## config.mk

```make
export PLATFORM = sky130hd
export DESIGN_NAME = rbch_mul
export DESIGN_NICKNAME = d
export VERILOG_FILES = /design/src/hdl/rbch_pkg.sv /design/src/hdl/rbch_mul.sv
export SDC_FILE = /design/constraint.sdc
export NUM_CORES = 2
export LEC_CHECK = 0
export BUFFER_PORTS_ARGS = -buffer_cell sky130_fd_sc_hd__buf_2
export CAP_MARGIN = 25
export CORE_MARGIN = 3
export CORE_UTILIZATION = 55
export CTS_BUF_LIST = sky130_fd_sc_hd__clkbuf_16
export DETAILED_ROUTE_END_ITERATION = 6
export GPL_TIMING_DRIVEN = 0
export HOLD_SLACK_MARGIN = 0.05
export PLACE_DENSITY = 0.72
export SYNTH_ARGS = -nofsm -noshare
export SYNTH_HDL_FRONTEND = slang
export SYNTH_SLANG_ARGS = --single-unit
```

## constraint.sdc

```tcl
create_clock -name clock -period 9.25 [get_ports clock]
set_input_delay 1.85 -clock clock [delete_from_list [all_inputs] [get_ports clock]]
set_output_delay 1.85 -clock clock [all_outputs]
set_load 0.01 [all_outputs]
```

## src/hdl/rbch_pkg.sv

```systemverilog
// shared types and fixed widths of the ray/box closest-hit block
// no dependencies
package rbch_pkg;

   localparam int COORD_W = 24;   // signed Q16.8 coordinate
   localparam int SIZE_W  = 16;   // unsigned Q8.8 box size
   localparam int SLOT_W  = 6;
   localparam int CFG_W   = 7;
   localparam int EXT_W   = 25;   // far corner, ray direction
   localparam int DIFF_W  = 26;   // corner minus ray start
   localparam int DLT_W   = 17;   // signed edge length
   localparam int OPND_W  = 27;   // multiplier operand
   localparam int PROD_W  = 54;   // multiplier product
   localparam int QUO_W   = 16;   // divider quotient
   localparam int DVS_W   = 25;   // divider divisor and remainder
   localparam int DVD_W   = DVS_W + QUO_W;
   localparam int OFF_W   = 18;   // rounded offset along an edge
   localparam int PNT_W   = 26;   // unsaturated hit point

   typedef enum logic {
      OP_WRITE = 1'b0,
      OP_QUERY = 1'b1
   } opcode_type;

   typedef struct packed {
      logic             start;
      logic [DVD_W-1:0] dividend;
      logic [DVS_W-1:0] divisor;
   } div_cmd_type;

   typedef struct packed {
      logic             done;
      logic [QUO_W-1:0] quotient;
      logic [DVS_W-1:0] remainder;
   } div_rsp_type;

endpackage

```

## src/hdl/rbch_mul.sv

```systemverilog
// shared signed multiplier with registered product
// depends on rbch_pkg
module rbch_mul (
   input  logic                               clock,
   input  logic signed [rbch_pkg::OPND_W-1:0] opnd_a,
   input  logic signed [rbch_pkg::OPND_W-1:0] opnd_b,
   output logic signed [rbch_pkg::PROD_W-1:0] product
);

   logic signed [rbch_pkg::PROD_W-1:0] prod_ff;

   always_ff @(posedge clock) begin
      prod_ff <= rbch_pkg::PROD_W'(opnd_a) * rbch_pkg::PROD_W'(opnd_b);
   end

   assign product = prod_ff;

endmodule

```

==> flow_metrics.env <==
export IMPL_status="finished clean"
export IMPL_drt_iter0_markers=1187
export IMPL_grt_max_degree=20
export IMPL_core_area_sq_mm=0.0493
export IMPL_synthArstFlopShare=0
export IMPL_rsz0062_at_grt="yes"
export IMPL_finalWeightedCongestion=0.988
export IMPL_drv_cap=0
export IMPL_overflow=0
export IMPL_numCtsBuffers=5
export IMPL_worst_slew_margin_rel=0.426
export IMPL_multi_input_area_sq_mm=0.0229
export IMPL_required_ns=9.44
export IMPL_synth_top_area_cell="fa_1"
export IMPL_antenna_found_initial=5
export IMPL_nFillCells=4340
export IMPL_vias=20600
export IMPL_crit_path_max_fanout=10
export IMPL_routedWlPerCell_microns=23.3
export IMPL_setup_viol=0
export IMPL_ys_top_cells_by_area="fa_1 (55%), inv_1 (11%), ha_1 (7.2%)"
export IMPL_cp_arrival_ns=9.31
export IMPL_synth_nets=3943
export IMPL_grt_pass1_vias=22400
export IMPL_setup_tns_ns=0
export IMPL_synth_edf_count=0
export IMPL_fin_crit_sh=0.986
export IMPL_tightest_slew_ns=0.861
export IMPL_slew_viol_final=0
export IMPL_ff_latch_area_sq_mm=0.00108
export IMPL_die_x_microns=230
export IMPL_crit_top_cell="fa_1"
export IMPL_fmax_mhz=110
export IMPL_netlist_area_sq_mm=0.0276
export IMPL_dr_pass1_iters=5
export IMPL_drive_above_1_share=0.0796
export IMPL_dpl_hpwl_microns=74600
export IMPL_start_util=0.561
export IMPL_grt_util_all_layers=0.340
export IMPL_min_path_type="input pin to register"
export IMPL_seq_area_frac_synth=0.0391
export IMPL_critical_path_max_stage_delay_ns=0.56
export IMPL_crit_type="input pin to register"
export IMPL_io_pins=109
export IMPL_port_buffers=81
export IMPL_synth_most_common_cell="inv_1"
export IMPL_die_h_microns=230
export IMPL_synth_commonest_cells="inv_1 (822), fa_1 (761), nand2_1 (421), and2_1 (299), ha_1 (158)"
export IMPL_cts_sinks=54
export IMPL_dieArea_sq_mm=0.0530
export IMPL_cts_buffer_depth=2
export IMPL_wl_microns=87100
export IMPL_synth_main_ff_cell="dfxtp_1"
export IMPL_post_route_util=0.595
export IMPL_route_detailed_drc=0
export IMPL_end_kind="register"
export IMPL_syn_to_final_growth_pct=6.04
export IMPL_startpoint_type="input pin"
export IMPL_htree_levels=2
export IMPL_cts_tree="yes"
export IMPL_syn_inst=2969
export IMPL_num_rows=81
export IMPL_synth_seq_cells=54
export IMPL_synth_top_cell_area_share=0.551
export IMPL_finalNetCount=4039
export IMPL_ant_nets=0
export IMPL_critPathSlowestCell="fa_1"
export IMPL_ys_warn_count=0
export IMPL_syn_area_per_cell_sq_um=9.31
export IMPL_finalHoldViolCount=0
export IMPL_largest_reg_flops=54
export IMPL_grt_pass1_wl_microns=132000
export IMPL_via_per_inst=5.51
export IMPL_ys_types=65
export IMPL_period_needed_ns=9.12
export IMPL_clkSlewWorstSetupHoldPaths_ns=0.08
export IMPL_cts_root_buf="clkbuf_16"
[timing repair]
item	in CTS	in global routing
gates resized for setup	71	128
hold endpoints to repair	0	0
hold buffers	0	0
pin swaps	0	2
endpoints found under the setup margin	15	14
setup buffers	4	3
cloned	0	0
[final cells by class]
cell class,count,share of cell area
Sequential cell,54,0.0369
Clock inverter,3,0.000939
Clock buffer,5,0.00427
Multi-Input combinational cell,1947,0.781
Timing Repair Buffer,89,0.0159
Tap cell,664,0.0284
Antenna cell,2,0.000171
Buffer,146,0.0266
Inverter,822,0.106
[placed cells by master, fill, tap and decap left out, types with 11 or more instances in the layout]
| cell type | n |
|---|---|
| nor2_1 | 42 |
| nand2_1 | 421 |
| buf_2 | 89 |
| buf_4 | 11 |
| clkbuf_2 | 87 |
| xnor2_1 | 43 |
| dfxtp_1 | 54 |
| inv_1 | 819 |
| ha_1 | 157 |
| xor2_1 | 14 |
| and2_1 | 299 |
| clkbuf_1 | 36 |
| a21oi_1 | 36 |
| fa_1 | 756 |
| a21o_1 | 41 |
| o21ai_0 | 11 |
| nand2b_1 | 11 |
[kinds of logic (layout without fill, tap and decap cells)]
kind of cell / after synthesis / in the layout / share of synthesized area
and+or+nand+nor: 816 / 816 / 0.143
buffers and inverters: 968 / 1065 / 0.134
DFF: 54 / 54 / 0.0391
xor gates and xnor gates: 57 / 57 / 0.0181
adders and majority gates: 919 / 919 / 0.623
AOI/OAI and AO/OA: 155 / 155 / 0.0427
other: 0 / 2 / 0
[critical path: cells and delay by family]
| kind | cells | cell delay [ns] |
|---|---|---|
| compound gates | 6 | 1.88 |
| fa+ha+maj | 8 | 3.97 |
| buf+inv | 7 | 1.02 |
| simple gates | 4 | 0.57 |
[worst paths after layout]
kind / slack (ns) / from / to / depth (start not counted)
setup / recovery: 0.13 / opnd_b[14] / product[53] / 25
hold / removal: 2.04 / opnd_b[0] / product[0] / 2
[per-layer routing]
| layer | global-route usage | vias up | wire length [microns] |
|---|---|---|---|
| met1 | 0.399 | 10700 | 29900 |
| met3 | 0.0491 | 324 | 6010 |
| met2 | 0.569 | 967 | 42700 |
| met5 | 0 | - | 33 |
| li1 | - | 8600 | - |
| met4 | 0.253 | 6 | 8470 |
[through the flow]
| step | setup slack (ns) | area (sq um) | std cells | hold WS (ns) |
|---|---|---|---|---|
| 3_3_place_gp | -1.68 | 28900 | 3714 | 2.25 |
| 4_1_cts | -0.00285 | 29200 | 3727 | 2.02 |
| 6_report | 0.131 | 29300 | 3732 | 2.04 |
| 2_1_floorplan | 0.674 | 27600 | 2969 | 2.10 |
| 3_5_place_dp | -1.37 | 28900 | 3715 | 2.24 |
| 5_1_grt | -0.0364 | 29300 | 3730 | 2.04 |
Power is not shown: default switching activity piles up to over one toggle a cycle in this logic, so the estimate is an artifact.
