`config.mk`:
```
export PLATFORM = sky130hd
export DESIGN_NAME = rbch_div
export DESIGN_NICKNAME = d
export VERILOG_FILES = /design/src/hdl/rbch_pkg.sv /design/src/hdl/rbch_div.sv
export SDC_FILE = /design/constraint.sdc
export NUM_CORES = 1
export LEC_CHECK = 0
export BUFFER_PORTS_ARGS = -buffer_cell sky130_fd_sc_hd__buf_2
export CORE_MARGIN = 2
export CORE_UTILIZATION = 30
export DETAILED_ROUTE_END_ITERATION = 10
export PLACE_DENSITY = 0.46
export SKIP_LAST_GASP = 1
export SLEW_MARGIN = 30
export SYNTH_ARGS = -nofsm -noshare
export SYNTH_HDL_FRONTEND = slang
export SYNTH_SLANG_ARGS = --single-unit
```
`constraint.sdc`:
```
create_clock -name clock -period 4.9 [get_ports clock]
set_clock_uncertainty 0.1 [all_clocks]
set_input_delay 0.98 -clock clock [delete_from_list [all_inputs] [get_ports clock]]
set_output_delay 0.98 -clock clock [all_outputs]
set_load 0.01 [all_outputs]
```
`src/hdl/rbch_pkg.sv`:
```
// shared types and fixed widths of the ray/box closest-hit block
// no dependencies
package rbch_pkg;

   localparam int COORD_W = 24;   // signed Q16.8 coordinate
   localparam int SIZE_W  = 16;   // unsigned Q8.8 box size
   localparam int SLOT_W  = 6;
   localparam int CFG_W   = 7;
   localparam int EXT_W   = 25;   // far corner, ray direction
   localparam int DIFF_W  = 26;   // corner minus ray start
   localparam int DLT_W   = 17;   // signed edge length
   localparam int OPND_W  = 27;   // multiplier operand
   localparam int PROD_W  = 54;   // multiplier product
   localparam int QUO_W   = 16;   // divider quotient
   localparam int DVS_W   = 25;   // divider divisor and remainder
   localparam int DVD_W   = DVS_W + QUO_W;
   localparam int OFF_W   = 18;   // rounded offset along an edge
   localparam int PNT_W   = 26;   // unsaturated hit point

   typedef enum logic {
      OP_WRITE = 1'b0,
      OP_QUERY = 1'b1
   } opcode_type;

   typedef struct packed {
      logic             start;
      logic [DVD_W-1:0] dividend;
      logic [DVS_W-1:0] divisor;
   } div_cmd_type;

   typedef struct packed {
      logic             done;
      logic [QUO_W-1:0] quotient;
      logic [DVS_W-1:0] remainder;
   } div_rsp_type;

endpackage

```
`src/hdl/rbch_div.sv`:
```
// restoring divider, one quotient bit per cycle
// depends on rbch_pkg; dividend must be below divisor * 2**QUO_W
module rbch_div (
   input  logic                  clock,
   input  logic                  reset,
   input  rbch_pkg::div_cmd_type cmd,
   output rbch_pkg::div_rsp_type rsp
);

   localparam int CNT_W = $clog2(rbch_pkg::QUO_W + 1);

   logic                          busy_ff, busy_in;
   logic                          done_ff, done_in;
   logic [CNT_W-1:0]              cnt_ff, cnt_in;
   logic [rbch_pkg::DVS_W-1:0]    rem_ff, rem_in;
   logic [rbch_pkg::DVS_W-1:0]    dvs_ff, dvs_in;
   logic [rbch_pkg::QUO_W-1:0]    dvd_ff, dvd_in;
   logic [rbch_pkg::QUO_W-1:0]    quo_ff, quo_in;
   logic [rbch_pkg::DVS_W:0]      trial;

   always_comb begin
      busy_in = busy_ff;
      done_in = 1'b0;
      cnt_in  = cnt_ff;
      rem_in  = rem_ff;
      dvs_in  = dvs_ff;
      dvd_in  = dvd_ff;
      quo_in  = quo_ff;
      trial   = {rem_ff, dvd_ff[rbch_pkg::QUO_W-1]};
      if (cmd.start) begin
         busy_in = 1'b1;
         cnt_in  = CNT_W'(rbch_pkg::QUO_W);
         rem_in  = cmd.dividend[rbch_pkg::DVD_W-1:rbch_pkg::QUO_W];
         dvd_in  = cmd.dividend[rbch_pkg::QUO_W-1:0];
         dvs_in  = cmd.divisor;
      end else if (busy_ff) begin
         if (trial >= {1'b0, dvs_ff}) begin
            rem_in = rbch_pkg::DVS_W'(trial - {1'b0, dvs_ff});
            quo_in = {quo_ff[rbch_pkg::QUO_W-2:0], 1'b1};
         end else begin
            rem_in = trial[rbch_pkg::DVS_W-1:0];
            quo_in = {quo_ff[rbch_pkg::QUO_W-2:0], 1'b0};
         end
         dvd_in = {dvd_ff[rbch_pkg::QUO_W-2:0], 1'b0};
         cnt_in = cnt_ff - CNT_W'(1);
         if (cnt_ff == CNT_W'(1)) begin
            busy_in = 1'b0;
            done_in = 1'b1;
         end
      end
   end

   always_ff @(posedge clock) begin
      if (reset) begin
         busy_ff <= 1'b0;
         done_ff <= 1'b0;
         cnt_ff  <= '0;
      end else begin
         busy_ff <= busy_in;
         done_ff <= done_in;
         cnt_ff  <= cnt_in;
      end
      rem_ff <= rem_in;
      dvs_ff <= dvs_in;
      dvd_ff <= dvd_in;
      quo_ff <= quo_in;
   end

   assign rsp = '{done: done_ff, quotient: quo_ff, remainder: rem_ff};

endmodule

```
==> results of run 1 <==
[metrics by stage]
stage	setup slack, ns	hold slack (ns)
after CTS	1.18	0.349
after floorplan	1.81	0.384
after global placement	1.26	0.332
final	1.18	0.348
after detailed placement	1.19	0.332
after global routing	0.940	0.358
[cells in the mapped netlist (4+ instances only)]
cell	n
edfxtp_1	82
inv_1	33
ha_1	27
nand2_1	27
a21oi_1	22
mux2_2	17
o21ai_0	15
xnor2_1	14
nor2_1	13
a221o_1	11
nor2b_1	11
xor2_1	11
nor3_1	10
clkbuf_1	9
nand3b_1	8
o311ai_0	8
dfxtp_1	7
a21o_1	6
buf_1	5
mux2i_1	5
nand4_1	5
nor3b_1	5
o21a_1	4
[state kept, by name, indices dropped and copies added, names as in the netlist]
signal,count
cnt_ff,5
rem_ff,25
quo_ff,16
busy_ff,1
done_ff,1
dvs_ff,25
dvd_ff,16
[cells in the final DEF (no fill, tap or decap), drive strengths merged, types with 3 or more instances in the layout]
cell type,Yosys,layout
xnor2,14,14
nand2,27,27
or2,3,3
nand3b,8,8
clkinv,0,3
ha,27,27
o21bai,3,3
inv,34,36
a31oi,3,3
buf,9,113
xor2,11,11
nor4,3,3
nor3b,5,5
o21ai,16,16
a21o,6,6
o31ai,3,3
nor2,13,13
dfxtp,7,7
mux2i,5,5
a21oi,22,22
nand4,5,5
a221o,11,11
mux2,17,17
o311ai,8,8
nor3,10,10
clkbuf,9,9
o21a,4,4
nand2b,3,3
edfxtp,82,82
nor2b,11,11
[layer usage]
metal | share of wire | wire (um)
met5 | 0 | 0
met4 | 0.016 | 180
met3 | 0.061 | 696
met2 | 0.45 | 5170
met1 | 0.47 | 5380
[layout make-up]
| cell class | count | area (um2) | area share |
|---|---|---|---|
| sequential | 89 | 2600 | 0.439 |
| inverter | 34 | 128 | 0.0216 |
| clock buffer | 9 | 225 | 0.0380 |
| tap | 216 | 270 | 0.0456 |
| timing repair buffer | 113 | 576 | 0.0972 |
| clock inverter | 7 | 77.6 | 0.0131 |
| multi-input combinational | 268 | 2040 | 0.345 |
[critical path: stages (launching register included)]
cell	delay, ns
edfxtp_1	0.36
inv_1	0.08
ha_1	0.16
inv_1	0.06
fa_1	0.40
a21oi_1	0.28
o211a_1	0.20
nor3_1	0.06
or3_1	0.38
or2_1	0.28
a41oi_4	0.35
buf_4	0.36
mux2i_1	0.11
mux2_2	0.26
[power groups by stage]
stage / clock, W / combinational (W) / sequential, W
after floorplan: 0 / 0.000713 / 0.00107
after global placement: 0 / 0.00102 / 0.00106
after detailed placement: 0 / 0.00102 / 0.00106
after CTS: 0.000738 / 0.00103 / 0.00104
after global routing: 0.000767 / 0.00114 / 0.00106
final: 0.000710 / 0.00101 / 0.00104
[cell families after synthesis]
logic type,Yosys count,synth area share
AOI/OAI and AO/OA,92,0.139
xor gates and xnor gates,25,0.0451
adders and majority gates,28,0.0737
buffers and inverters,52,0.0431
DFF,89,0.536
muxes,22,0.0498
and+or+nand+nor,101,0.113
[worst max path at each step]
stage | start | end | slack [ns]
after floorplan | dvd_ff[15] | rem_ff[14] | 1.81
after global placement | dvd_ff[15] | rem_ff[0] | 1.26
after detailed placement | dvd_ff[15] | rem_ff[0] | 1.19
after CTS | dvd_ff[15] | rem_ff[12] | 1.18
after global routing | dvd_ff[15] | rem_ff[0] | 0.94
final | dvd_ff[15] | rem_ff[0] | 1.18
==> impl_metrics.tcl, run 1 <==
set metrics [dict create \
    status "completed" \
    top_usage_layer "met2" \
    vias 3559 \
    async_flop_share 0 \
    cts_buffers 9 \
    routed_via_density 4.84 \
    rsz0062_at_grt "no" \
    nets 612 \
    cts_setup_buffers 0 \
    r2r_slack_ns 1.18 \
    clockRootBuffer "clkbuf_16" \
    grt_util_met1 0.174 \
    tightestPinTransition_ns 0.681 \
    ys_ff_latch 89 \
    maxCapViolations 0 \
    netSwitchingFraction 0.343 \
    fin_crit_sh 0.759 \
    initial_core_util 0.307 \
    cp.required_ns 4.90 \
    report.final.slew_viol_count 0 \
    hp-class "reg2reg" \
    end_kind "flop" \
    yosysWarnings 0 \
    power_switching_w 0.000947 \
    combPwrFrac 0.366 \
    fin_cells 736 \
    grt_usage 0.138 \
    drive_above_1_share 0.298 \
    nFillCells 1573 \
    num_rows 46 \
    cp-start-kind "flop" \
    finalCriticalPeriod_ns 3.72 \
    core_area_um2 15800 \
    cts_hold_buf 0 \
    pwr-share-seq 0.377 \
    r2r-end "rem_ff[0]" \
    fp.dieArea_um2 17200 \
    placedCellCount 720 \
    max_freq_mhz 269 \
    drt_iter0_drc 149 \
    portBuffers 110 \
    hpwl_um 8330 \
    met2_usage 0.221 \
    hold_end "quo_ff[7]" \
    syn_avg_cell_area_um2 11.9 \
    critPathKind "reg2reg" \
    hold-path-cell-count 0 \
    avgRoutedWirePerCell_um 15.5 \
    cellLeakagePower_nw 2.42 \
    final_util 0.374 \
    first_pass_iters 4 \
    use_met3 0.0505 \
    fp.dieW_um 131 \
    drc 0 \
    hold_viol 0 \
    maxSlewHeadroom 0.546 \
    insertedDiodeCount 0 \
    grt_max_degree 66 \
    worstSkewPairLatency_ns 0.35 \
    cts_tree "built" \
    internal_power_w 0.00182 \
    antenna_left 0 \
    clock_path_buffers 2 \
    min_from "quo_ff[6]" \
    cts_htree_levels 3 \
    power_per_cell_area_nw_per_um2 466 \
    syn_area_um2 4850 \
    ir_drop_mv 0.237 \
    antenna_found_initial 0 \
    dpl_cell_area_um2 5620 \
    synthFlopType "edfxtp_1" \
    grt_pass1_vias 3714 \
    fp.dieH_um 131 \
    synth_top_cells_by_area "edfxtp_1 (51%), ha_1 (7.0%), mux2_2 (3.9%)" \
    syn-num-nets 506 \
    seq_area_frac_synth 0.536 \
    crit_arrival_ns 3.72 \
    power.share.clock 0.257 \
    grt_pass1_wl_um 18800 \
    routed_wl_um 11400 \
    r2r-start "dvd_ff[15]" \
    yosys.area.top_type "edfxtp_1" \
    gp_congestion 0.785 \
    io_pins 111 \
    final_area_um2 5920 \
    synth_edf_count 82 \
    synthDistinctLibCells 59 \
    clk_pin_slew_ns 0.07 \
    postCtsResizedCells 0 \
    fin_total_pwr_w 0.00276 \
    grt-ovfl-total 0 \
    setup_tns_ns 0 \
    r2r_cells 13 \
    synth_top_area_share 0.507 \
    setup_viol 0 \
    synthCells 409 \
    cts_num_sinks 89 \
    critPathMaxFanout 25 \
    synthToLayoutAreaGrowth_pct 22.0 \
]
(Power assumes the default switching activity.)
==> inputs of run 2 (changes only) <==
==> constraint.sdc (replaced) <==
create_clock -name clock -period 3.6 [get_ports clock]
set_clock_uncertainty 0.1 [all_clocks]
set_input_delay 0.72 -clock clock [delete_from_list [all_inputs] [get_ports clock]]
set_output_delay 0.72 -clock clock [all_outputs]
set_load 0.01 [all_outputs]
==> run 2 against run 1 <==
Against the previous run:
- clock power up 41%
- final area up 1.1%
- wire length about the same
- via count down 0.93%
- worst hold slack better by 0.0018 ns
- cell count up 0.27%
- die area unchanged
- flip-flop and latch count unchanged
- non-clock buffer count up 2
- largest power group unchanged
- sequential power up 37%
- total power up 38%
==> impl_metrics.tcl, run 2 (synthesized netlist as in run 1, its figures left out) <==
set metrics [dict create \
    status "completed" \
    clockRootBuffer "clkbuf_16" \
    antenna_found_initial 0 \
    dpl_cell_area_um2 5670 \
    r2r_cells 13 \
    cts_buffers 9 \
    rsz0062_at_grt "no" \
    max_freq_mhz 298 \
    hold_viol 0 \
    nets 614 \
    cts_htree_levels 3 \
    cts_hold_buf 0 \
    cts_tree "built" \
    setup_tns_ns 0 \
    critPathKind "reg2reg" \
    top_regs "dvs_ff: 25 flops, rem_ff: 25 flops" \
    grt_pass1_wl_um 18900 \
    fp.dieArea_um2 17200 \
    mostFrequentLayoutCell "buf_2" \
    insertedDiodeCount 0 \
    critPathMaxFanout 11 \
    cts_num_sinks 89 \
    portBuffers 110 \
    setup_viol 0 \
    maxCapViolations 0 \
    crit_arrival_ns 3.36 \
    antenna_left 0 \
    r2r-start "dvd_ff[15]" \
    drive_above_1_share 0.303 \
    io_pins 111 \
    hp-class "reg2reg" \
    worstSkewPairLatency_ns 0.35 \
    avgRoutedWirePerCell_um 15.5 \
    grt-ovfl-total 0 \
    core_area_um2 15800 \
    final_area_um2 5980 \
    grt_usage 0.137 \
    most-common-layout-cells "buf_2 (109), edfxtp_1 (82), inv_1 (33)" \
    crit_start "dvd_ff[15]" \
    clock_path_buffers 2 \
    cellLeakagePower_nw 2.45 \
    cp-endpoint "rem_ff[0]" \
    maxSlewHeadroom 0.670 \
    cp-start-kind "flop" \
    routed_via_density 4.78 \
    ir_drop_mv 0.276 \
    cp.required_ns 3.60 \
    tightestPinTransition_ns 0.493 \
    r2r-end "rem_ff[0]" \
    finalCriticalPeriod_ns 3.36 \
    synthToLayoutAreaGrowth_pct 23.3 \
    drc 0 \
    hpwl_um 8390 \
    fp.dieW_um 131 \
    gp_congestion 0.777 \
    grt_pass1_vias 3708 \
    grt_max_degree 75 \
    report.final.slew_viol_count 0 \
    first_pass_iters 5 \
    drt_iter0_drc 189 \
    initial_core_util 0.307 \
    vias 3526 \
    routed_wl_um 11400 \
    num_rows 46 \
    fin_crit_sh 0.933 \
    fp.dieH_um 131 \
    end_kind "flop" \
    final_util 0.378 \
    power_per_cell_area_nw_per_um2 639 \
    r2r_slack_ns 0.24 \
    clk_pin_slew_ns 0.07 \
]
-- run 2: cell types whose count changed in the layout (fill, tap and decap cells not counted), sizes merged --
cell	previous run	this run
buf	113	115
clkinv	3	1
inv	36	38
-- run 2: worst min path at each step --
stage                   start   endpoint  slack (ns)  cells after the start
detailed placement  quo_ff[0]  quo_ff[1]        0.33                      0
global placement    quo_ff[0]  quo_ff[1]        0.33                      0
global route        quo_ff[0]  quo_ff[1]        0.36                      0
CTS                 quo_ff[0]  quo_ff[1]        0.35                      0
floorplan           cnt_ff[1]  cnt_ff[1]        0.38                      2
finish              quo_ff[4]  quo_ff[5]        0.35                      0
-- run 2: cell type report --
type	instances	area [um2]
Clock buffer	9	225
Multi-Input combinational cell	268	2040
Clock inverter	7	86.3
Timing Repair Buffer	115	628
Tap cell	216	270
Sequential cell	89	2600
Inverter	34	128
Fill cell	1596	9840
-- run 2: worst max-delay path: stages (launching register included) --
cell	delay, ns
edfxtp_1	0.36
inv_1	0.08
ha_1	0.16
inv_1	0.05
fa_1	0.42
a21oi_2	0.21
o211a_1	0.18
nor3_1	0.06
or3_1	0.38
or2_1	0.28
a41oi_4	0.24
buf_4	0.24
mux2i_1	0.10
mux2_2	0.26
-- run 2: per-layer routing --
metal / vias up / part of all wire / track usage
met1: 1655 / 0.47 / 0.180
met2: 105 / 0.44 / 0.212
li1: 1756 / - / -
met5: - / 0 / 0
met4: 0 / 0.011 / 0.0459
met3: 10 / 0.075 / 0.0482
-- run 2: report_power, final --
group	total, W	internal [W]	switching [W]
Sequential	0.00142	0.00132	0.0000983
Combinational	0.00141	0.000630	0.000779
Clock	0.000998	0.000554	0.000443
Total	0.00382	0.00250	0.00132
-- run 2: timing repair --
item	CTS	global route
buffers inserted	0	0
endpoints found under the setup margin	0	3
resized for setup	0	1
hold endpoints to repair	0	0
-- run 2: stage by stage --
stage | worst slack (ns) | cells | hold WS (ns) | total power (W)
after floorplan | 0.512 | 409 | 0.384 | 0.00243
after global placement | 0.287 | 722 | 0.331 | 0.00285
after detailed placement | 0.174 | 722 | 0.333 | 0.00285
after CTS | 0.148 | 738 | 0.349 | 0.00388
after global routing | 0.0317 | 738 | 0.365 | 0.00409
final | 0.240 | 738 | 0.350 | 0.00382
